### config.mk
export PLATFORM = sky130hd
export DESIGN_NAME = sonar_packet_parser
export DESIGN_NICKNAME = d
export VERILOG_FILES = /design/src/design/spp_pkg.sv /design/src/design/sonar_packet_parser.sv /design/src/design/spp_front.sv /design/src/design/spp_cmd_fifo.sv /design/src/design/spp_back.sv
export SDC_FILE = /design/constraint.sdc
export NUM_CORES = 1
export LEC_CHECK = 0
export ABC_AREA = 1
export BUFFER_PORTS_ARGS = -buffer_cell sky130_fd_sc_hd__buf_2
export CAP_MARGIN = 15
export CORE_MARGIN = 2
export CORE_UTILIZATION = 55
export CTS_CLUSTER_DIAMETER = 50
export DETAILED_ROUTE_END_ITERATION = 8
export PLACE_DENSITY_LB_ADDON = 0.05
export SLEW_MARGIN = 15
export SYNTH_ARGS = -nofsm -noshare
export SYNTH_HDL_FRONTEND = slang
export SYNTH_SLANG_ARGS = --single-unit
### constraint.sdc
create_clock -name clk -period 9.8 [get_ports clk]
set_input_delay 1.96 -clock clk [delete_from_list [all_inputs] [get_ports clk]]
set_output_delay 1.96 -clock clk [all_outputs]
set_load 0.02 [all_outputs]
### src/design/spp_pkg.sv
// spp_pkg: shared types, constants and decode functions of the sonar packet parser.
// Used by spp_front, spp_cmd_fifo, spp_back and sonar_packet_parser; no dependencies.
package spp_pkg;

  localparam int HEADER_BYTES_DEF     = 20;
  localparam int MAX_SAMPLE_BYTES_DEF = 16384;
  localparam int CMD_FIFO_DEPTH_DEF   = 4;

  localparam int BC_W     = 15;
  localparam int N_HDR    = 12;
  localparam int TS_FIRST = 12;
  localparam int TS_LAST  = 19;
  localparam logic [BC_W-1:0] COUNT_MAX = 15'h7FFF;

  localparam logic [7:0] MAGIC_0        = 8'h49;
  localparam logic [7:0] MAGIC_1        = 8'h53;
  localparam logic [7:0] MAGIC_2        = 8'h58;
  localparam logic [7:0] MASK_POS       = 8'h3E;
  localparam logic [7:0] MASK_DBT       = 8'h7E;
  localparam logic [7:0] TERM_RESET     = 8'hFC;
  localparam logic [0:0] REG_TERMINATOR = 1'b0;

  typedef enum logic [2:0] {
    ST_OK            = 3'd0,
    ST_TOO_SHORT     = 3'd1,
    ST_BAD_MAGIC     = 3'd2,
    ST_BAD_TERM      = 3'd3,
    ST_NO_SAMPLES    = 3'd4,
    ST_SIZE_MISMATCH = 3'd5
  } status_t;

  typedef logic [N_HDR-1:0][7:0] hdr_bytes_t;

  typedef struct packed {
    logic [7:0]  data_byte;
    logic        end_of_packet;
  } in_item_t;

  typedef struct packed {
    logic [7:0]  frame_kind;
    logic [3:0]  packet_count;
    logic [3:0]  packet_number;
    logic [12:0] head_position;
    logic        scan_direction;
    logic [11:0] range_cm;
    logic [12:0] profile_samples;
    logic [63:0] timestamp;
  } hdr_t;

  typedef struct packed {
    logic        is_final;
    logic [7:0]  sample_value;
    logic [13:0] sample_index;
    logic [2:0]  status;
    logic [7:0]  frame_kind;
    logic [3:0]  packet_count;
    logic [3:0]  packet_number;
    logic [12:0] head_position;
    logic        scan_direction;
    logic [11:0] range_cm;
    logic [12:0] profile_samples;
    logic [63:0] timestamp;
  } out_item_t;

  // One classified byte: up to one sample and one status item.
  typedef struct packed {
    logic        has_sample;
    logic        has_final;
    logic [7:0]  sample_value;
    logic [13:0] sample_index;
    status_t     status;
    hdr_t        hdr;
  } cmd_t;

  typedef struct packed {
    logic full;
    logic empty;
  } fifo_stat_t;

  function automatic logic [7:0] magic_byte(input logic [1:0] idx);
    logic [7:0] m;
    case (idx)
      2'd0:    m = MAGIC_0;
      2'd1:    m = MAGIC_1;
      default: m = MAGIC_2;
    endcase
    return m;
  endfunction

  // Join two 7-bit-coded bytes into one 14-bit number.
  function automatic logic [13:0] pair7(input logic [7:0] lo_b, input logic [7:0] hi_b,
                                        input logic [7:0] mask);
    logic [7:0] m;
    m = hi_b & mask;
    return {m[6:1], hi_b[0], lo_b[6:0]};
  endfunction

  function automatic logic [11:0] range_to_cm(input logic [7:0] code);
    logic [11:0] cm;
    case (code)
      8'd4:    cm = 12'd25;
      8'd6:    cm = 12'd50;
      8'd8:    cm = 12'd75;
      default: cm = ({4'b0, code} << 3) + ({4'b0, code} << 1);
    endcase
    return cm;
  endfunction

  function automatic hdr_t decode_hdr(input hdr_bytes_t hb, input logic [63:0] ts);
    hdr_t h;
    logic [13:0] pos;
    logic [13:0] prof;
    pos               = pair7(hb[5], hb[6], MASK_POS);
    prof              = pair7(hb[8], hb[9], MASK_POS);
    h.frame_kind      = hb[3];
    h.packet_count    = hb[4][7:4];
    h.packet_number   = hb[4][3:0];
    h.head_position   = pos[12:0];
    h.scan_direction  = hb[6][6];
    h.range_cm        = range_to_cm(hb[7]);
    h.profile_samples = prof[12:0];
    h.timestamp       = ts;
    return h;
  endfunction

endpackage

### src/design/sonar_packet_parser.sv
// sonar_packet_parser: top level of the streaming sonar packet parser.
// Instantiates spp_front, spp_cmd_fifo and spp_back; uses spp_pkg.
//
//   channel   ports                                         beat moves when
//   -------   -------------------------------------------   --------------------------
//   input     push, full, in_data (spp_pkg::in_item_t)      push && !full
//   result    empty, pop, out_data (spp_pkg::out_item_t)    pop && !empty
//   config    psel, penable, pwrite, paddr, pwdata,         psel && penable && pwrite
//             prdata, pready (APB, one register)
//
// One packet byte is accepted per cycle while the command queue is not full. A byte
// gives zero, one or two result beats; the result side drains one beat per cycle
// while pop is held, so a byte that carries both a sample and the status takes two
// output beats, absorbed by the command queue. Commands pass through the queue and the
// output stage register. Reset is synchronous on rst_n low; no clearing pass.
// full rises only when the command queue fills, which happens only under pop stalls.
module sonar_packet_parser #(
  parameter int HEADER_BYTES     = spp_pkg::HEADER_BYTES_DEF,
  parameter int MAX_SAMPLE_BYTES = spp_pkg::MAX_SAMPLE_BYTES_DEF,
  parameter int CMD_FIFO_DEPTH   = spp_pkg::CMD_FIFO_DEPTH_DEF
) (
  input  logic               clk,
  input  logic               rst_n,
  // input channel
  input  logic               push,
  output logic               full,
  input  spp_pkg::in_item_t  in_data,
  // result channel
  output logic               empty,
  input  logic               pop,
  output spp_pkg::out_item_t out_data,
  // configuration port
  input  logic               psel,
  input  logic               penable,
  input  logic               pwrite,
  input  logic [2:0]         paddr,
  input  logic [31:0]        pwdata,
  output logic [31:0]        prdata,
  output logic               pready
);

  logic                accept;
  logic                cmd_wr;
  logic                q_rd;
  spp_pkg::cmd_t       cmd;
  spp_pkg::cmd_t       q_data;
  spp_pkg::fifo_stat_t q_stat;
  logic [7:0]          term_r, term_nxt;
  logic                reg_sel;

  // Configuration: register index is the word address; only the terminator exists.
  assign reg_sel = (paddr[2] == spp_pkg::REG_TERMINATOR);
  assign pready  = 1'b1;
  assign prdata  = reg_sel ? {24'd0, term_r} : 32'd0;

  always_comb begin
    term_nxt = term_r;
    if (psel && penable && pwrite && pready && reg_sel) begin
      term_nxt = pwdata[7:0];
    end
  end

  always_ff @(posedge clk) begin
    if (!rst_n) begin
      term_r <= spp_pkg::TERM_RESET;
    end else begin
      term_r <= term_nxt;
    end
  end

  // Front stalls only when the command queue is full.
  assign full   = q_stat.full;
  assign accept = push && !q_stat.full;

  spp_front #(
    .HEADER_BYTES     (HEADER_BYTES),
    .MAX_SAMPLE_BYTES (MAX_SAMPLE_BYTES)
  ) u_front (
    .clk       (clk),
    .rst_n     (rst_n),
    .accept    (accept),
    .in_item   (in_data),
    .term_byte (term_r),
    .cmd_wr    (cmd_wr),
    .cmd       (cmd)
  );

  spp_cmd_fifo #(
    .DEPTH (CMD_FIFO_DEPTH)
  ) u_fifo (
    .clk     (clk),
    .rst_n   (rst_n),
    .wr_en   (cmd_wr),
    .wr_data (cmd),
    .rd_en   (q_rd),
    .rd_data (q_data),
    .stat    (q_stat)
  );

  spp_back u_back (
    .clk      (clk),
    .rst_n    (rst_n),
    .q_data   (q_data),
    .q_stat   (q_stat),
    .q_rd     (q_rd),
    .pop      (pop),
    .empty    (empty),
    .out_item (out_data)
  );

endmodule

### src/design/spp_front.sv
// spp_front: accepts packet bytes, tracks header state and classifies each byte
// into a command for the back end. Depends on spp_pkg.
module spp_front #(
  parameter int HEADER_BYTES     = spp_pkg::HEADER_BYTES_DEF,
  parameter int MAX_SAMPLE_BYTES = spp_pkg::MAX_SAMPLE_BYTES_DEF
) (
  input  logic              clk,
  input  logic              rst_n,
  input  logic              accept,
  input  spp_pkg::in_item_t in_item,
  input  logic [7:0]        term_byte,
  output logic              cmd_wr,
  output spp_pkg::cmd_t     cmd
);

  localparam logic [spp_pkg::BC_W-1:0] HDR_N = spp_pkg::BC_W'(HEADER_BYTES);
  localparam logic [spp_pkg::BC_W-1:0] MAX_N = spp_pkg::BC_W'(MAX_SAMPLE_BYTES);

  logic [spp_pkg::BC_W-1:0] byte_count_r, byte_count_nxt;
  logic                     magic_ok_r, magic_ok_nxt;
  spp_pkg::hdr_bytes_t      hb_r, hb_nxt, hb_upd;
  logic [63:0]              ts_r, ts_nxt, ts_upd;
  logic [7:0]               held_byte_r, held_byte_nxt;
  logic                     held_valid_r, held_valid_nxt;

  logic [spp_pkg::BC_W-1:0] p;
  logic [spp_pkg::BC_W-1:0] idx;
  logic [spp_pkg::BC_W-1:0] cnt;
  logic [13:0]              dbt;
  logic                     magic_upd;
  logic                     in_payload;
  logic                     b_eop;
  logic [7:0]               b;
  spp_pkg::status_t         st;

  always_comb begin
    p     = byte_count_r;
    b     = in_item.data_byte;
    b_eop = in_item.end_of_packet;

    magic_upd = magic_ok_r;
    if (p < spp_pkg::BC_W'(3) && b != spp_pkg::magic_byte(p[1:0])) begin
      magic_upd = 1'b0;
    end

    for (int i = 0; i < spp_pkg::N_HDR; i++) begin
      hb_upd[i] = (p == spp_pkg::BC_W'(i)) ? b : hb_r[i];
    end

    ts_upd = ts_r;
    if (p >= spp_pkg::BC_W'(spp_pkg::TS_FIRST) && p <= spp_pkg::BC_W'(spp_pkg::TS_LAST)) begin
      ts_upd = {ts_r[55:0], b};
    end

    in_payload = (p >= HDR_N);
    idx        = p - HDR_N - spp_pkg::BC_W'(1);
    cnt        = p - HDR_N;
    dbt        = spp_pkg::pair7(hb_upd[10], hb_upd[11], spp_pkg::MASK_DBT);

    if (p < HDR_N) begin
      st = spp_pkg::ST_TOO_SHORT;
    end else if (!magic_upd) begin
      st = spp_pkg::ST_BAD_MAGIC;
    end else if (b != term_byte) begin
      st = spp_pkg::ST_BAD_TERM;
    end else if (p == HDR_N) begin
      st = spp_pkg::ST_NO_SAMPLES;
    end else if (hb_upd[4][7:4] <= 4'd1 && dbt != 14'd0 && cnt != {1'b0, dbt}) begin
      st = spp_pkg::ST_SIZE_MISMATCH;
    end else begin
      st = spp_pkg::ST_OK;
    end

    cmd.has_sample   = in_payload && held_valid_r && magic_upd && (idx < MAX_N);
    cmd.has_final    = b_eop;
    cmd.sample_value = held_byte_r;
    cmd.sample_index = idx[13:0];
    cmd.status       = b_eop ? st : spp_pkg::ST_OK;
    cmd.hdr          = spp_pkg::decode_hdr(hb_upd, ts_upd);
    cmd_wr           = accept && (cmd.has_sample || cmd.has_final);

    // Next state: advance on accepted bytes, drop everything at packet end.
    byte_count_nxt = byte_count_r;
    magic_ok_nxt   = magic_ok_r;
    hb_nxt         = hb_r;
    ts_nxt         = ts_r;
    held_byte_nxt  = held_byte_r;
    held_valid_nxt = held_valid_r;
    if (accept) begin
      if (b_eop) begin
        byte_count_nxt = '0;
        magic_ok_nxt   = 1'b1;
        hb_nxt         = '0;
        ts_nxt         = '0;
        held_byte_nxt  = '0;
        held_valid_nxt = 1'b0;
      end else begin
        byte_count_nxt = (p != spp_pkg::COUNT_MAX) ? p + spp_pkg::BC_W'(1) : p;
        magic_ok_nxt   = magic_upd;
        hb_nxt         = hb_upd;
        ts_nxt         = ts_upd;
        if (in_payload) begin
          held_byte_nxt  = b;
          held_valid_nxt = 1'b1;
        end
      end
    end
  end

  always_ff @(posedge clk) begin
    if (!rst_n) begin
      byte_count_r <= '0;
      magic_ok_r   <= 1'b1;
      hb_r         <= '0;
      ts_r         <= '0;
      held_byte_r  <= '0;
      held_valid_r <= 1'b0;
    end else begin
      byte_count_r <= byte_count_nxt;
      magic_ok_r   <= magic_ok_nxt;
      hb_r         <= hb_nxt;
      ts_r         <= ts_nxt;
      held_byte_r  <= held_byte_nxt;
      held_valid_r <= held_valid_nxt;
    end
  end

`ifndef SYNTHESIS
  a_held_after_header: assert property (@(posedge clk) disable iff (!rst_n)
    held_valid_r |-> byte_count_r > HDR_N)
    else $error("held byte valid before header end");

  a_clear_on_eop: assert property (@(posedge clk) disable iff (!rst_n)
    accept && in_item.end_of_packet |=> byte_count_r == '0 && !held_valid_r)
    else $error("packet state not cleared after end of packet");
`endif

endmodule

### src/design/spp_cmd_fifo.sv
// spp_cmd_fifo: short register queue of classified commands between front and back.
// Depends on spp_pkg.
module spp_cmd_fifo #(
  parameter int DEPTH = spp_pkg::CMD_FIFO_DEPTH_DEF
) (
  input  logic                 clk,
  input  logic                 rst_n,
  input  logic                 wr_en,
  input  spp_pkg::cmd_t        wr_data,
  input  logic                 rd_en,
  output spp_pkg::cmd_t        rd_data,
  output spp_pkg::fifo_stat_t  stat
);

  localparam int AW = (DEPTH > 1) ? $clog2(DEPTH) : 1;
  localparam logic [AW-1:0] LAST = AW'(DEPTH - 1);

  spp_pkg::cmd_t mem_r [DEPTH];
  logic [AW-1:0] wr_ptr_r, wr_ptr_nxt;
  logic [AW-1:0] rd_ptr_r, rd_ptr_nxt;
  logic [AW:0]   count_r, count_nxt;

  always_comb begin
    stat.full  = (count_r == (AW + 1)'(DEPTH));
    stat.empty = (count_r == '0);
    rd_data    = mem_r[rd_ptr_r];

    wr_ptr_nxt = wr_ptr_r;
    rd_ptr_nxt = rd_ptr_r;
    count_nxt  = count_r;
    if (wr_en) begin
      wr_ptr_nxt = (wr_ptr_r == LAST) ? '0 : wr_ptr_r + AW'(1);
    end
    if (rd_en) begin
      rd_ptr_nxt = (rd_ptr_r == LAST) ? '0 : rd_ptr_r + AW'(1);
    end
    if (wr_en && !rd_en) begin
      count_nxt = count_r + (AW + 1)'(1);
    end else if (!wr_en && rd_en) begin
      count_nxt = count_r - (AW + 1)'(1);
    end
  end

  always_ff @(posedge clk) begin
    if (wr_en) begin
      mem_r[wr_ptr_r] <= wr_data;
    end
  end

  always_ff @(posedge clk) begin
    if (!rst_n) begin
      wr_ptr_r <= '0;
      rd_ptr_r <= '0;
      count_r  <= '0;
    end else begin
      wr_ptr_r <= wr_ptr_nxt;
      rd_ptr_r <= rd_ptr_nxt;
      count_r  <= count_nxt;
    end
  end

`ifndef SYNTHESIS
  a_no_overflow: assert property (@(posedge clk) disable iff (!rst_n)
    (stat.full |-> !wr_en) and (stat.empty |-> !rd_en))
    else $error("command queue written full or read empty");
`endif

endmodule

### src/design/spp_back.sv
// spp_back: output stage; expands each command into its sample and status beats.
// Depends on spp_pkg.
module spp_back (
  input  logic                clk,
  input  logic                rst_n,
  input  spp_pkg::cmd_t       q_data,
  input  spp_pkg::fifo_stat_t q_stat,
  output logic                q_rd,
  input  logic                pop,
  output logic                empty,
  output spp_pkg::out_item_t  out_item
);

  spp_pkg::cmd_t cur_r, cur_nxt;
  logic          cur_valid_r, cur_valid_nxt;
  logic          taken;

  always_comb begin
    taken = pop && cur_valid_r;
    empty = !cur_valid_r;

    cur_nxt       = cur_r;
    cur_valid_nxt = cur_valid_r;
    q_rd          = 1'b0;
    if (taken && cur_r.has_sample && cur_r.has_final) begin
      // Sample beat gone; hold the status beat.
      cur_nxt.has_sample = 1'b0;
    end else if (!cur_valid_r || taken) begin
      q_rd          = !q_stat.empty;
      cur_valid_nxt = !q_stat.empty;
      if (!q_stat.empty) begin
        cur_nxt = q_data;
      end
    end

    out_item.is_final        = !cur_r.has_sample;
    out_item.sample_value    = cur_r.has_sample ? cur_r.sample_value : 8'd0;
    out_item.sample_index    = cur_r.has_sample ? cur_r.sample_index : 14'd0;
    out_item.status          = cur_r.has_sample ? 3'(spp_pkg::ST_OK) : 3'(cur_r.status);
    out_item.frame_kind      = cur_r.hdr.frame_kind;
    out_item.packet_count    = cur_r.hdr.packet_count;
    out_item.packet_number   = cur_r.hdr.packet_number;
    out_item.head_position   = cur_r.hdr.head_position;
    out_item.scan_direction  = cur_r.hdr.scan_direction;
    out_item.range_cm        = cur_r.hdr.range_cm;
    out_item.profile_samples = cur_r.hdr.profile_samples;
    out_item.timestamp       = cur_r.hdr.timestamp;
  end

  always_ff @(posedge clk) begin
    cur_r <= cur_nxt;
  end

  always_ff @(posedge clk) begin
    if (!rst_n) begin
      cur_valid_r <= 1'b0;
    end else begin
      cur_valid_r <= cur_valid_nxt;
    end
  end

`ifndef SYNTHESIS
  a_cur_has_beat: assert property (@(posedge clk) disable iff (!rst_n)
    cur_valid_r |-> (cur_r.has_sample || cur_r.has_final))
    else $error("output stage holds a command with no beat");
`endif

endmodule
== Word-level counts from Yosys, hierarchy flattened ==
Memory sizes are Yosys's and may differ from the RTL's. A register that Yosys moved wholly into a read port is not among the register bits.
Index checks and enable logic that the tools add are counted.
Widths: inputs -> output; s select.
Word-level totals
  memories kept: 1
  input bits: 51
  memory bits (writable): 584
  bits in registers: 316
  word-level logic and storage cells: 156
  output and inout bits: 180
Cells by class
  mux-type cells: 45
  bitwise logic cells: 3
  add/sub/neg operators: 8
  eq/ne operators: 23
  reduce and logical (&&, ||, !) cells: 37
  $lt $le $gt $ge: 7
Memory list
  u_fifo.mem_r: depth 4, bits a word 146, rd ports 1, clocked after Yosys merged registers in 1, write ports 1, RTL line spp_cmd_fifo.sv:18  | spp_pkg::cmd_t mem_r [DEPTH];
Operator list (count)
  $mux 64: 2
  $mux 8: 15
  $mux 95: 1
  $eq 15x3->1 const B: 4
  $eq 15x4->1 const B: 4
  $pmux 12 s3: 1
  $eq 15x2->1 const B: 2
  $mux 15: 2
  $mux 3: 9
  $logic_and 1x1->1: 17
  $eq 8x3->1 const B: 2
  $add 15x1->15 const B: 1
  $eq 15x1->1 const B: 1
  $eq 15x5->1 const B: 1
  $ge 15x4->1 const B: 1
  $ge 15x5->1 const B: 1
  $le 15x5->1 const B: 1
  $logic_not 15->1: 1
  $lt 15x15->1 const B: 1
  $lt 15x2->1 const B: 1
  $lt 15x5->1 const B: 1
  $ne 15x14->1: 1
  $ne 15x15->1 const B: 1
  $sub 15x1->15 const B: 1
  26 further kinds: 51

== Longest topological paths before layout ==
  word-level depth: 13
  gate-level depth with buffers: 26
  gate-level depth less buffers: 26

== By module ==
From an unflattened synthesis, not the netlist that was laid out.
Unflattened totals
  cell total of the unflattened synthesis: 3368
  area total of the unflattened synthesis: 37203.2 µm²
By module, submodules not included
  spp_cmd_fifo: cells each 1471, instances 1, seq. area each 17717.0 µm², area an instance 21969.8 µm²
  spp_front: cells each 1466, instances 1, seq. area each 3083.0 µm², area an instance 9008.6 µm²
  spp_back: cells each 340, instances 1, seq. area each 4394.2 µm², area an instance 5591.6 µm²
  sonar_packet_parser: cells each 91, instances 1, seq. area each 160.2 µm², area an instance 633.1 µm²

== Worst setup path after synthesis ==
No wires, ideal clock.
  path kind: input port to flip-flop
  from: in pop
  to: reg u_fifo.count_r[1]
  library setup time: 120 ps
  arrival time: 9741 ps
  setup slack: -61 ps
  data required time: 9680 ps
  stages: 8
  path buffers: 0
  cells stage by stage: o21ai_0 nor2_1 inv_1 ha_1 inv_1 fa_1 o21ai_0 a21oi_1
Between the ends
  longest elaborated chain between the ends: 7
  elaborated cells between the ends (all ways): 11
  classes of those cells: 3 x mux; 8 x reduce/logical
RTL lines
  start, declared: RTL line sonar_packet_parser.sv:30  | input logic pop,
  $logic_and 1x1->1 *: RTL line spp_back.sv:19  | taken = pop && cur_valid_r;
  $logic_or 1x1->1 or $logic_and 1x1->1 (tied branches): RTL line spp_back.sv:28, spp_back.sv:25
  $mux 1 or $logic_and 1x1->1 (tied branches): RTL line spp_back.sv:28, spp_back.sv:25
  $mux 1 *: RTL line spp_back.sv:25  | if (taken && cur_r.has_sample && cur_r.has_final) begin
  $logic_not 1->1 *: RTL line spp_cmd_fifo.sv:37  | if (wr_en && !rd_en) begin
  $logic_and 1x1->1 *: RTL line spp_cmd_fifo.sv:37
  $mux 3 *: RTL line spp_cmd_fifo.sv:37
  named net u_fifo.count_nxt[1]: RTL line spp_cmd_fifo.sv:21  | logic [AW:0] count_r, count_nxt;
  end signal, assigned: RTL line spp_cmd_fifo.sv:58  | count_r <= count_nxt;
  end, declared: RTL line spp_cmd_fifo.sv:21
The timed path passes the listed nets; every way through them passes the cells marked *.
A chain may end at the register's enable or synchronous reset.

== Worst setup path after layout ==
  from: in in_data[4] (netlist bit)
  to: mem u_fifo.mem_r[1][51] (netlist bit) (enable)
Between the ends
  longest elaborated chain between the ends: 9
RTL lines
  start, declared: RTL line sonar_packet_parser.sv:27  | input spp_pkg::in_item_t in_data,
  $ne 8x7->1: RTL line spp_front.sv:42  | if (p < spp_pkg::BC_W'(3) && b != spp_pkg::magic_byte(p[1:0])) begin
  $logic_and 1x1->1: RTL line spp_front.sv:42
  $mux 1: RTL line spp_front.sv:42
  $logic_and 1x1->1 (2 in series): RTL line spp_front.sv:74  | cmd.has_sample = in_payload && held_valid_r && magic_upd && (idx < MAX_N);
  $logic_or 1x1->1: RTL line spp_front.sv:80  | cmd_wr = accept && (cmd.has_sample || cmd.has_final);
  $logic_and 1x1->1: RTL line spp_front.sv:80
  $mux 1: RTL line spp_cmd_fifo.sv:45  | if (wr_en) begin
  $mux 1 (not written as such): RTL line spp_cmd_fifo.sv:46  | mem_r[wr_ptr_r] <= wr_data;
  end, declared: RTL line spp_cmd_fifo.sv:18
No other way between the ends.

==> run_results.csv <==
group,metric,value,unit
yosys,avgSynthCellArea,11.61,um2
yosys,syn_inst,3189,
worst_setup_path,endpoint_kind,"register",
detailed_routing,drtIter0Drc,1989,
placed_design,routabilityCongestion,0.8448,
sta,worst_pin_slew,1.126,ns
clock_network,cts-resized-gates,0,
hold_path,hold_end,"u_front.held_valid_r",
clock_network,clkSlewWorstSetupHoldPaths,0.06,ns
die,core_area,66920,um2
clock_network,cts_tree,"yes",
hold_path,worstHoldPathCells,2,
worst_setup_path,reg2reg_slack,5.70,ns
final_layout,mostFrequentLayoutCells,"edfxtp_1, nand2_1, nor2_1",
die,die_w,263.5,um
yosys,ys_seq_elements,902,
worst_setup_path,crit_required,10.04,ns
clock_network,cts_buffers,94,
final_layout,drive_gt1_share,14.09,%
die,die_h,263.5,um
grt,track_usage,24.07,%
die,dieArea,69430,um2
hold_path,hold_path_class,"reg -> reg",
clock_network,clock-root-buffer,"clkbuf_16",
sta,setup_tns,0,ns
final_layout,postLayoutCellArea,40760,um2
flow_run,drv_cap,0,
detailed_routing,dr.pass1.iters,5,
yosys,async_flop_share,0,%
sta,report.final.slew_viol_count,0,
sta,slew_headroom,24.91,%
sta,fin_crit_sh,47.57,%
power,ir_drop,0.0002434,V
hold_path,hp-start,"u_front.held_valid_r",
die,pin_count,231,
status,status,"finished, final reports clean",
detailed_routing,via_count,23350,
worst_setup_path,worstPathMaxFanout,146,
yosys,synth-edff-count,729,
detailed_routing,antenna_left,0,
clock_network,h-tree-depth,3,
sta,hold_ws,0.4643,ns
clock_network,ctsHoldBuffers,0,
power,power_density,278.0,nW/um2
worst_setup_path,critPathBufInv,3,
power,p_leak,14.72,nW
clock_network,clk_latency,0.64,ns
yosys,synth_warnings,0,
sta,setup_viol,0,
detailed_routing,wl_per_cell,20.44,um
grt,grt-ovfl-total,0,
yosys,synth_cell_type_count,54,
die,rows,95,
final_layout,final_common_cell,"edfxtp_1",
yosys,ys_seq_area_share,68.45,%
final_layout,antenna_cells,0,
yosys,ys.flop_type,"edfxtp_1",
grt,grt_pass1_wl,129600,um
sta,finClkSkew,0.01873,ns
worst_setup_path,critPathKind,"in -> reg",
final_layout,synthToLayoutAreaGrowth,10.03,%
sta,clock.fmax,214.5,MHz
grt,antenna_found_initial,1,
grt,first_global_vias,22960,
worst_setup_path,r2r_end,"u_fifo.mem_r[1][51]",
placed_design,place_area,37590,um2
worst_setup_path,cp.arrival,4.90,ns
worst_setup_path,crit_slowest_cell,"buf_12",
placed_design,port_buffers,179,
worst_setup_path,cp_cell_sequence,"buf_2 -> inv_1 -> nand3_1 -> o21ai_0 -> o211ai_1 -> nand3_1 -> nand2_1 -> nor2_1 -> nand3_2 -> nand2_2 -> nand2_2 -> nor2_4 -> buf_12",
yosys,synth_area,37040,um2
detailed_routing,wl,84850,um
detailed_routing,viasPerCell,5.624,
sta,hold_viol_final,0,
worst_setup_path,cp_top_family,"buffers and inverters",
clock_network,cts_setup_buffers,0,
sta,period_minus_slack,4.661,ns
detailed_routing,drc,0,
die,start_util,55.35,%
clock_network,clock-sinks,902,
worst_setup_path,critPathMaxStageDelay,0.71,ns
worst_setup_path,r2r-start,"u_front.byte_count_r[2]",
clock_network,clockBufferDepth,3,
grt,grt_max_degree,213,
worst_setup_path,reg2reg_depth,18,
placed_design,place_hpwl,45390,um
worst_setup_path,worstSetupStartpointType,"primary input",
sta,rsz0062_at_grt,"no",
final_layout,nets,3274,
-- metal layers --
layer / global-route usage (%) / up-vias / part of all wire [%]
met5: 0 / - / 0
met4: 6.996 / 0 / 2.2
met1: 31.48 / 11540 / 43
li1: - / 11050 / -
met3: 3.105 / 130 / 5.0
met2: 42.18 / 632 / 50
-- per-stage QoR --
stage | setup slack (ns) | util [%] | power [W] | cells
detailed placement | 4.519 | 56.17 | 0.007876 | 3975
CTS | 5.181 | 60.89 | 0.01143 | 4152
global route | 4.878 | 60.90 | 0.01183 | 4152
finish | 5.139 | 60.90 | 0.01133 | 4152
floorplan | 0.01783 | - | 0.007214 | 3212
global placement | 4.608 | 56.17 | 0.007797 | 3975
-- Yosys cell counts, types with 4 or more instances --
| library cell | number | area, um2 |
|---|---|---|
| a211oi_1 | 4 | 30.03 |
| a21oi_1 | 164 | 820.8 |
| buf_12 | 5 | 100.1 |
| buf_2 | 10 | 50.05 |
| buf_4 | 144 | 1081 |
| buf_6 | 4 | 45.04 |
| clkbuf_1 | 147 | 551.8 |
| dfxtp_1 | 173 | 3463 |
| edfxtp_1 | 729 | 21890 |
| ha_1 | 23 | 287.8 |
| inv_1 | 137 | 514.2 |
| inv_2 | 7 | 26.28 |
| mux2_2 | 4 | 45.04 |
| mux2_4 | 50 | 750.7 |
| nand2_1 | 519 | 1948 |
| nand2_2 | 4 | 25.02 |
| nand2_4 | 4 | 45.04 |
| nand3_1 | 69 | 345.3 |
| nand4_1 | 8 | 50.05 |
| nor2_1 | 376 | 1411 |
| nor2_4 | 6 | 67.56 |
| nor3_1 | 7 | 35.03 |
| o211ai_1 | 8 | 60.06 |
| o21ai_0 | 360 | 1802 |
| o21ai_1 | 15 | 75.07 |
| o21ai_2 | 6 | 52.55 |
| o22ai_1 | 146 | 913.4 |
| xnor2_1 | 5 | 43.79 |
| xor2_1 | 14 | 122.6 |
-- worst max-delay path by stage --
stage                    start                  end  cells after the start
floorplan           in_data[4]   u_fifo.mem_r[0][0]                     12
global placement    in_data[4]  u_fifo.mem_r[1][50]                     13
detailed placement  in_data[4]  u_fifo.mem_r[1][17]                     13
CTS                 in_data[4]  u_fifo.mem_r[1][10]                     13
global route        in_data[4]  u_fifo.mem_r[1][51]                     13
finish              in_data[4]  u_fifo.mem_r[1][51]                     13
-- report_power, final --
group	leakage (nW)	switching [W]	internal [W]
logic	4.99	0.00207	0.000685
clock network	1.54	0.00145	0.00210
registers	8.19	0.000198	0.00482
total	14.7	0.00372	0.00761
-- final cells by class --
type / count / area (um2)
flip-flops and latches: 902 / 25360
repair buffers: 203 / 1126
well taps: 873 / 1092
fillers: 5318 / 26170
clock buffers: 142 / 2818
inverters: 148 / 575.6
multi-input cells: 1849 / 9437
clock inverters: 35 / 345.3
-- kinds of logic after synthesis --
| logic type | after synthesis | share of synthesized area, % |
|---|---|---|
| mux | 54 | 2.148 |
| flops | 902 | 68.45 |
| other cells | 2 | 0.02028 |
| simple gates | 1010 | 11.08 |
| compound gates | 715 | 10.44 |
| buf+inv | 461 | 6.476 |
| fa+ha+maj | 25 | 0.8851 |
| xor+xnor | 20 | 0.4932 |
-- worst register-to-register path: stages (launching register included) --
cell	delay [ns]
dfxtp_1	0.56
inv_2	0.18
ha_1	0.24
inv_1	0.06
nand2_1	0.11
inv_1	0.11
o21ai_0	0.16
inv_1	0.19
nand2_1	0.07
nor2_1	0.15
nand3_2	0.14
nor2_2	0.16
nand2_1	0.06
nand2_1	0.07
nand3_2	0.09
nand2_2	0.12
nand2_2	0.17
nor2_4	0.16
buf_12	0.71
-- state kept, by name (all words and copies together) (netlist names), 2 cells and up, named ones only --
name                  flops
u_fifo.wr_ptr_r           2
u_front.held_byte_r       8
u_back.cur_r             27
u_front.byte_count_r     15
u_front.hb_r             65
u_fifo.rd_ptr_r           2
term_r                    8
u_fifo.count_r            3
u_front.ts_r             64
u_fifo.mem_r            584
u_back.out_item         119
Power figures use the tool's default switching activity.
